===== src/hw/rtl/lse_pkg.sv =====
// Shared types, codes and a helper function for the logical switch evaluator.
package lse_pkg;

    localparam int SWITCH_COUNT = 16;
    localparam int INDEX_W      = 4;
    localparam int MARGIN_W     = 11;

    localparam logic [15:0]         MARKER_WORD  = 16'h8000;
    localparam logic [MARGIN_W-1:0] MARGIN_RESET = 11'd16;

    localparam logic [1:0] ACT_EVALUATE = 2'd0;
    localparam logic [1:0] ACT_TICK     = 2'd1;
    localparam logic [1:0] ACT_CLEAR    = 2'd2;

    localparam logic [4:0] FN_NONE   = 5'd0;
    localparam logic [4:0] FN_VEQUAL = 5'd1;
    localparam logic [4:0] FN_ALMOST = 5'd2;
    localparam logic [4:0] FN_VPOS   = 5'd3;
    localparam logic [4:0] FN_VNEG   = 5'd4;
    localparam logic [4:0] FN_APOS   = 5'd5;
    localparam logic [4:0] FN_ANEG   = 5'd6;
    localparam logic [4:0] FN_AND    = 5'd7;
    localparam logic [4:0] FN_OR     = 5'd8;
    localparam logic [4:0] FN_XOR    = 5'd9;
    localparam logic [4:0] FN_EQ     = 5'd10;
    localparam logic [4:0] FN_GT     = 5'd11;
    localparam logic [4:0] FN_LT     = 5'd12;
    localparam logic [4:0] FN_DIFF   = 5'd13;
    localparam logic [4:0] FN_ADIFF  = 5'd14;
    localparam logic [4:0] FN_TIMER  = 5'd15;
    localparam logic [4:0] FN_STICKY = 5'd16;

    typedef struct packed {
        logic [1:0]         action;
        logic [INDEX_W-1:0] switch_index;
        logic [4:0]         function_code;
        logic               and_enabled;
        logic               and_state;
        logic               first_bool;
        logic               second_bool;
        logic signed [15:0] source_value;
        logic signed [15:0] reference_value;
        logic               exact_compare;
        logic signed [7:0]  on_delay_code;
        logic signed [7:0]  off_delay_code;
    } item_t;

    typedef struct packed {
        logic [INDEX_W-1:0] result_index;
        logic               switch_on;
    } result_t;

    // Convert a timer duration code to a tick count (at most 1800).
    function automatic logic [11:0] phase_ticks(input logic signed [7:0] code);
        logic signed [8:0] code_ext;
        logic signed [8:0] sum;
        logic [11:0]       n;
        logic [11:0]       ticks;
        code_ext = {code[7], code};
        if (code_ext < -9'sd109)
        begin
            sum   = 9'sd129 + code_ext;
            ticks = {4'b0, sum[7:0]};
        end
        else if (code_ext < 9'sd7)
        begin
            sum   = 9'sd113 + code_ext;
            n     = {4'b0, sum[7:0]};
            ticks = (n << 2) + n;
        end
        else
        begin
            sum   = 9'sd53 + code_ext;
            n     = {4'b0, sum[7:0]};
            ticks = (n << 3) + (n << 1);
        end
        return ticks;
    endfunction

endpackage


===== src/hw/rtl/logical_switch_evaluator.sv =====
// Logical switch evaluator: input register, switch word file and result register.
//
// Usage:
//   Command channel: drive item and raise start; the word is taken at a rising
//   edge where start is high and busy is low. busy never rises, so one word
//   can be taken every cycle.
//   An evaluate word produces one result, registered in the result register
//   behind the evaluate stage: result and result_valid are shown for exactly
//   one cycle. Tick and clear words produce no result. The receiver cannot
//   stall the result; it must sample it in the strobe cycle.
//   Throughput is one word per cycle, set by the single read-modify-write of
//   the 16-entry switch word file in the evaluate stage; the next word sees
//   the word file as updated by the one before it.
//   Configuration channel: cfg_data is the almost-equal margin, written when
//   cfg_valid and cfg_ready are high; cfg_ready is always high. Write it only
//   while no word is in flight.
//   Reset: every switch word returns to the marker value, the margin to 16,
//   and any word in flight is dropped.
module logical_switch_evaluator
    import lse_pkg::*;
(
    input  logic                clk,
    input  logic                rst_n,
    input  logic                start,
    output logic                busy,
    input  item_t               item,
    output logic                result_valid,
    output result_t             result,
    input  logic                cfg_valid,
    output logic                cfg_ready,
    input  logic [MARGIN_W-1:0] cfg_data
);

    logic                stage_valid_reg;
    item_t               stage_item_reg;
    logic [MARGIN_W-1:0] margin_reg;
    logic [15:0]         mem_reg [SWITCH_COUNT];
    logic                result_valid_reg;
    result_t             result_reg;

    logic                in_range;
    logic [15:0]         word;
    logic signed [15:0]  x;
    logic signed [15:0]  y;
    logic signed [16:0]  x_ext;
    logic signed [16:0]  y_ext;
    logic signed [16:0]  xy_diff;
    logic [16:0]         abs_xy;
    logic signed [16:0]  abs_x;
    logic [15:0]         diff_base;
    logic signed [15:0]  d;
    logic signed [16:0]  d_ext;
    logic signed [16:0]  abs_d;
    logic                diff_hit;
    logic                diff_upd;
    logic [11:0]         on_ticks;
    logic [11:0]         off_ticks;
    logic [15:0]         timer_inc;
    logic [15:0]         timer_next;
    logic [7:0]          sticky_st;
    logic [7:0]          sticky_last;
    logic                sticky_now;
    logic [15:0]         sticky_next;
    logic                gated;
    logic                eval_on;
    logic                mem_we;
    logic [15:0]         mem_wdata;
    logic                clear_all;

    assign busy      = 1'b0;
    assign cfg_ready = 1'b1;

    always_ff @(posedge clk or negedge rst_n)
    begin
        if (!rst_n)
        begin
            stage_valid_reg <= 1'b0;
        end
        else
        begin
            stage_valid_reg <= start && !busy;
        end
    end

    always_ff @(posedge clk)
    begin
        if (start && !busy)
        begin
            stage_item_reg <= item;
        end
    end

    always_ff @(posedge clk or negedge rst_n)
    begin
        if (!rst_n)
        begin
            margin_reg <= MARGIN_RESET;
        end
        else if (cfg_valid && cfg_ready)
        begin
            margin_reg <= cfg_data;
        end
    end

    assign in_range = 32'(stage_item_reg.switch_index) < SWITCH_COUNT;
    assign word     = mem_reg[stage_item_reg.switch_index];
    assign x        = stage_item_reg.source_value;
    assign y        = stage_item_reg.reference_value;
    assign x_ext    = {x[15], x};
    assign y_ext    = {y[15], y};
    assign xy_diff  = x_ext - y_ext;
    assign abs_xy   = xy_diff[16] ? 17'(-xy_diff) : 17'(xy_diff);
    assign abs_x    = x[15] ? -x_ext : x_ext;

    // Change detection: an unset reference takes the current value first.
    assign diff_base = (word == MARKER_WORD) ? x : word;
    assign d         = $signed(16'(x - diff_base));
    assign d_ext     = {d[15], d};
    assign abs_d     = d[15] ? -d_ext : d_ext;

    always_comb
    begin
        if (stage_item_reg.function_code == FN_DIFF)
        begin
            if (!y[15])
            begin
                diff_hit = d >= y;
                diff_upd = d < 16'sd0;
            end
            else
            begin
                diff_hit = d <= y;
                diff_upd = d > 16'sd0;
            end
        end
        else
        begin
            diff_hit = abs_d >= y_ext;
            diff_upd = 1'b0;
        end
    end

    // Timer word: negative counts up through the on phase, positive counts down.
    assign on_ticks  = phase_ticks(stage_item_reg.on_delay_code);
    assign off_ticks = phase_ticks(stage_item_reg.off_delay_code);
    assign timer_inc = word + 16'd1;

    always_comb
    begin
        if (word == 16'd0 || word == MARKER_WORD)
        begin
            timer_next = 16'd0 - {4'b0, on_ticks};
        end
        else if (word[15])
        begin
            timer_next = (timer_inc == 16'd0) ? {4'b0, off_ticks} : timer_inc;
        end
        else
        begin
            timer_next = word - 16'd1;
        end
    end

    // Sticky word: low byte is the latch, bit 8 the last seen input level.
    assign sticky_st  = word[7:0];
    assign sticky_now = (sticky_st != 8'd0) ? stage_item_reg.second_bool
                                            : stage_item_reg.first_bool;

    always_comb
    begin
        sticky_last = word[15:8];
        sticky_next = word;
        if (sticky_now != sticky_last[0])
        begin
            sticky_next[15:8] = {sticky_last[7:1], ~sticky_last[0]};
            if (!sticky_last[0])
            begin
                sticky_next[7:0] = (sticky_st != 8'd0) ? 8'd0 : 8'd1;
            end
        end
    end

    assign gated = stage_item_reg.and_enabled && !stage_item_reg.and_state;

    always_comb
    begin
        eval_on   = 1'b0;
        mem_we    = 1'b0;
        mem_wdata = x;
        clear_all = 1'b0;
        if (stage_valid_reg)
        begin
            priority if (stage_item_reg.action == ACT_CLEAR)
            begin
                clear_all = 1'b1;
            end
            else if (stage_item_reg.action == ACT_TICK)
            begin
                if (stage_item_reg.function_code == FN_TIMER)
                begin
                    mem_we    = in_range;
                    mem_wdata = timer_next;
                end
                else if (stage_item_reg.function_code == FN_STICKY)
                begin
                    mem_we    = in_range;
                    mem_wdata = sticky_next;
                end
            end
            else if (stage_item_reg.action == ACT_EVALUATE)
            begin
                if (stage_item_reg.function_code == FN_NONE
                    || stage_item_reg.function_code > FN_STICKY || gated)
                begin
                    // Drop to the marker; a sticky latch keeps its word.
                    mem_we    = in_range && (stage_item_reg.function_code != FN_STICKY);
                    mem_wdata = MARKER_WORD;
                end
                else
                begin
                    unique case (stage_item_reg.function_code)
                        FN_VEQUAL, FN_EQ: eval_on = x == y;
                        FN_ALMOST:
                            eval_on = stage_item_reg.exact_compare ? (x == y)
                                    : (abs_xy < {6'b0, margin_reg});
                        FN_VPOS, FN_GT: eval_on = x > y;
                        FN_VNEG, FN_LT: eval_on = x < y;
                        FN_APOS:  eval_on = abs_x > y_ext;
                        FN_ANEG:  eval_on = abs_x < y_ext;
                        FN_AND:   eval_on = stage_item_reg.first_bool
                                            && stage_item_reg.second_bool;
                        FN_OR:    eval_on = stage_item_reg.first_bool
                                            || stage_item_reg.second_bool;
                        FN_XOR:   eval_on = stage_item_reg.first_bool
                                            ^ stage_item_reg.second_bool;
                        FN_DIFF, FN_ADIFF:
                        begin
                            eval_on   = diff_hit;
                            mem_we    = in_range && ((word == MARKER_WORD)
                                                     || diff_hit || diff_upd);
                            mem_wdata = x;
                        end
                        FN_TIMER: eval_on = word[15] || (word == 16'd0);
                        default:  eval_on = word[0];
                    endcase
                end
            end
        end
    end

    always_ff @(posedge clk or negedge rst_n)
    begin
        if (!rst_n)
        begin
            for (int i = 0; i < SWITCH_COUNT; i++)
            begin
                mem_reg[i] <= MARKER_WORD;
            end
        end
        else if (clear_all)
        begin
            for (int i = 0; i < SWITCH_COUNT; i++)
            begin
                mem_reg[i] <= MARKER_WORD;
            end
        end
        else if (mem_we)
        begin
            mem_reg[stage_item_reg.switch_index] <= mem_wdata;
        end
    end

    always_ff @(posedge clk or negedge rst_n)
    begin
        if (!rst_n)
        begin
            result_valid_reg <= 1'b0;
        end
        else
        begin
            result_valid_reg <= stage_valid_reg && (stage_item_reg.action == ACT_EVALUATE);
        end
    end

    always_ff @(posedge clk)
    begin
        if (stage_valid_reg)
        begin
            result_reg.result_index <= stage_item_reg.switch_index;
            result_reg.switch_on    <= in_range && eval_on;
        end
    end

    assign result_valid = result_valid_reg;
    assign result       = result_reg;

endmodule


===== config.mk =====
export PLATFORM = sky130hd
export DESIGN_NAME = logical_switch_evaluator
export DESIGN_NICKNAME = d
export VERILOG_FILES = /design/src/hw/rtl/lse_pkg.sv /design/src/hw/rtl/logical_switch_evaluator.sv
export SDC_FILE = /design/constraint.sdc
export NUM_CORES = 1
export LEC_CHECK = 0
export BUFFER_PORTS_ARGS = -buffer_cell sky130_fd_sc_hd__buf_2
export CAP_MARGIN = 20
export CORE_MARGIN = 5
export CORE_UTILIZATION = 40
export CTS_BUF_LIST = sky130_fd_sc_hd__clkbuf_4 sky130_fd_sc_hd__clkbuf_8
export CTS_CLUSTER_SIZE = 10
export DETAILED_ROUTE_END_ITERATION = 8
export GPL_TIMING_DRIVEN = 0
export MAX_ROUTING_LAYER = met4
export PLACE_DENSITY_LB_ADDON = 0.25
export SLEW_MARGIN = 25
export SYNTH_ARGS = -nofsm -noshare
export SYNTH_HDL_FRONTEND = slang
export SYNTH_SLANG_ARGS = --single-unit

===== constraint.sdc =====
create_clock -name clk -period 15.32 [get_ports clk]
set_input_delay 0.766 -clock clk [delete_from_list [all_inputs] [get_ports clk]]
set_output_delay 0.766 -clock clk [all_outputs]
set_load 0.02 [all_outputs]

==> impl_metrics.env <==
export IMPL_synth_seq_cells=338
export IMPL_regArea_um2=8820
export IMPL_die_h_um=247
export IMPL_synth_area_um2=22500
export IMPL_yosys_warnings=0
export IMPL_slew_headroom_pct=32.0
export IMPL_drv_slew=0
export IMPL_port_buffers=84
export IMPL_slowest_delay_ns=0.52
export IMPL_crit_type="flop to flop"
export IMPL_start_util_pct=40.6
export IMPL_multi_input_area_um2=12600
export IMPL_rsz0062_at_grt="false"
export IMPL_cts_htree_levels=2
export IMPL_whs_path_depth=1
export IMPL_grt_max_degree=96
export IMPL_gp_congestion=0.936
export IMPL_viasPerCell=6.10
export IMPL_grt_pass1_wl_um=110000
export IMPL_clockBufferDepth=3
export IMPL_final_area_um2=25500
export IMPL_finalPower_uw=3900
export IMPL_run_status="finished clean"
export IMPL_period_share_pct=69.1
export IMPL_insertion_delay_ns=0.71
export IMPL_ant_nets=0
export IMPL_worstPathArrival_ns=11.15
export IMPL_first_global_vias=18600
export IMPL_fill_cells=5202
export IMPL_drt_iter0_markers=1572
export IMPL_worstMarginPinSlew_ns=1.01
export IMPL_cts_tree="done"
export IMPL_nets=2445
export IMPL_clk_pin_slew_ns=0.07
export IMPL_worstHoldPathType="primary input to flop"
export IMPL_synth_area_leaders="dfrtp_1 (28%), edfxtp_1 (9.2%), mux4_2 (7.0%), ha_1 (6.8%), a22o_1 (6.6%)"
export IMPL_hold_viol_final=0
export IMPL_max_cap_viol_count=0
export IMPL_crit_path_max_fanout=10
export IMPL_end_kind="flop"
export IMPL_area_delta_synth_final_pct=13.3
export IMPL_max_freq_mhz=94.5
export IMPL_core_um2=55400
export IMPL_postSynthAreaPerCell_um2=10.8
export IMPL_drive_gt1_share_pct=18.9
export IMPL_grt_antenna_before_repair=0
export IMPL_fin_worst_skew_ns=0.0528
export IMPL_synth_main_ff_cell="dfrtp_1"
export IMPL_synth_top_area_cell="dfrtp_1"
export IMPL_power_density_nw_per_um2=153
export IMPL_n_antenna_cell=0
export IMPL_ir_drop_mv=0.0755
export IMPL_synth_top_area_share_pct=28.0
export IMPL_leakage_uw=0.0108
export IMPL_setup_tns_ns=0
export IMPL_io_pins=87
export IMPL_cts_sinks=338
export IMPL_grt_usage_pct=23.6
export IMPL_wl_um=71700
export IMPL_routedWlPerCell_um=23.6
export IMPL_synth_yosys_seq_area_share_pct=39.3
export IMPL_largest_register_ffs=256
export IMPL_via_count=18500
export IMPL_worstPathRequired_ns=15.89
export IMPL_rows=86
export IMPL_place_area_um2=24000
export IMPL_numCtsBuffers=59
export IMPL_cpMaxStageDelayCell="o221ai_2"
export IMPL_start_kind="flop"
export IMPL_setup_viol=0
export IMPL_drc_errors=0
export IMPL_min_period_ns=10.58
export IMPL_post_dp_hpwl_um=53200
export IMPL_overflow=0
export IMPL_die_area_um2=61000
export IMPL_synth_edf_count=69
export IMPL_clockRootBuffer="clkbuf_8"
export IMPL_yosysUniqueCellTypes=104
export IMPL_die_w_um=247
export IMPL_dp_cells=2924
export IMPL_r2r_cells=38
export IMPL_ys_async_sr_fraction_pct=79.6
export IMPL_stdcell_count=3034
export IMPL_synth_cells=2084
export IMPL_utilization_pct=45.9
export IMPL_dr_pass1_iters=6
final timing paths:
| kind | slack [ns] | startpoint | endpoint |
|---|---|---|---|
| worst max-delay path | 4.74 | stage_item_reg[59]$_DFFE_PP_ | mem_reg[74]$_DFFE_PN0P_ |
| worst min-delay path | 0.23 | item[1] | stage_item_reg[1]$_DFFE_PP_ |
| worst max register to register | 4.74 | stage_item_reg[59]$_DFFE_PP_ | mem_reg[74]$_DFFE_PN0P_ |
| worst min register to register | 0.45 | stage_item_reg[59]$_DFFE_PP_ | result[2]$_DFFE_PP_ |
| max in group asynchronous | 13.49 | rst_n | mem_reg[31]$_DFFE_PN1P_ |
| min in group asynchronous | 0.57 | rst_n | margin_reg[8]$_DFFE_PN0P_ |
cells in the final DEF, fill, tap and decap left out, types with 17 or more instances in the layout:
cell	instances
o31ai_1	17
buf_2	126
a21o_1	27
o21ai_0	77
a31oi_1	19
and3_1	24
dfrtp_1	252
a21oi_1	144
nor2_1	100
edfxtp_1	69
inv_1	82
nand3_1	49
ha_1	122
nand2b_1	18
clkbuf_8	80
nor3_1	35
mux4_2	70
nand4_1	19
xor2_1	39
or3_1	17
o2bb2ai_1	87
nor2b_1	27
o21a_1	27
clkbuf_1	49
xnor2_1	80
nand2_1	101
dfstp_2	17
a22o_1	169
logic make-up after synthesis:
group / count (synthesis) / share of synthesized area (%)
other: 2 / 0.0334
DFF: 338 / 39.3
buffers and inverters: 211 / 4.79
xor gates and xnor gates: 121 / 4.81
muxes: 89 / 7.90
AOI/OAI and AO/OA: 728 / 25.0
adders and majority gates: 128 / 7.32
and+or+nand+nor: 467 / 10.9
stage by stage:
stage / hold slack [ns] / worst slack, ns
floorplan: 0.428 / 7.59
finish: 0.233 / 4.74
detailed placement: 0.439 / 4.89
global placement: 0.434 / 4.79
global route: 0.210 / 4.03
CTS: 0.185 / 4.81
metal layers:
metal	GRT usage (%)	wire [um]	vias up
li1	-	-	8383
met1	31.4	31500	9358
met2	37.5	33500	629
met3	3.48	4300	145
met4	7.83	2350	0
met5	-	0	-
worst max-delay path, delay by kind of cell (launching register included):
kind | cells | cell delay (ns)
buffers and inverters | 9 | 2.18
AOI/OAI and AO/OA | 14 | 3.39
adders and majority gates | 3 | 0.81
and+or+nand+nor | 8 | 2.32
DFF | 1 | 0.34
muxes | 2 | 0.82
xor gates and xnor gates | 2 | 0.57
final cells by class:
class	count	area share [%]
well taps	748	3.68
clock buffers	89	4.59
repair buffers	91	2.23
multi-input cells	1537	49.5
plain buffers	129	3.02
clock inverters	20	1.14
flip-flops and latches	338	34.7
inverters	82	1.21
where the power goes:
group          internal [uW]  total (uW)  switching, uW
combinational            720        1770           1050
clock                    595        1010            417
sequential              1050        1120           76.5
timing repair:
| item | 4_1_cts | 5_1_grt |
|---|---|---|
| buffers inserted | 0 | 0 |
| hold buffers | 1 | 0 |
| hold endpoints to repair | 43 | 0 |
| gates resized for setup | 0 | 0 |
cells in the mapped netlist, types with 8 or more instances:
master and n:
o221ai_4 8, nand3_1 49, o21ai_0 77, xor2_1 39, a31oi_1 19, or3_1 17
nand2b_1 18, inv_1 82, edfxtp_1 69, o211ai_1 11, xnor2_1 80, buf_6 16
clkbuf_1 49, mux2i_1 12, a21oi_1 144, nor2_1 100, buf_2 43, nor4_1 11
nor3_1 35, mux4_2 70, a21o_1 27, and3_1 24, dfrtp_1 252, nand4_1 19
nor2b_1 27, a22o_1 169, a22oi_1 11, o21bai_1 9, o2bb2ai_1 87, ha_1 122
o31ai_1 17, and2_1 14, a221o_1 10, o21a_1 27, buf_4 13, dfstp_2 17
nand2_1 101, a211oi_1 16
No activity file was read; power rests on OpenSTA's default activity.
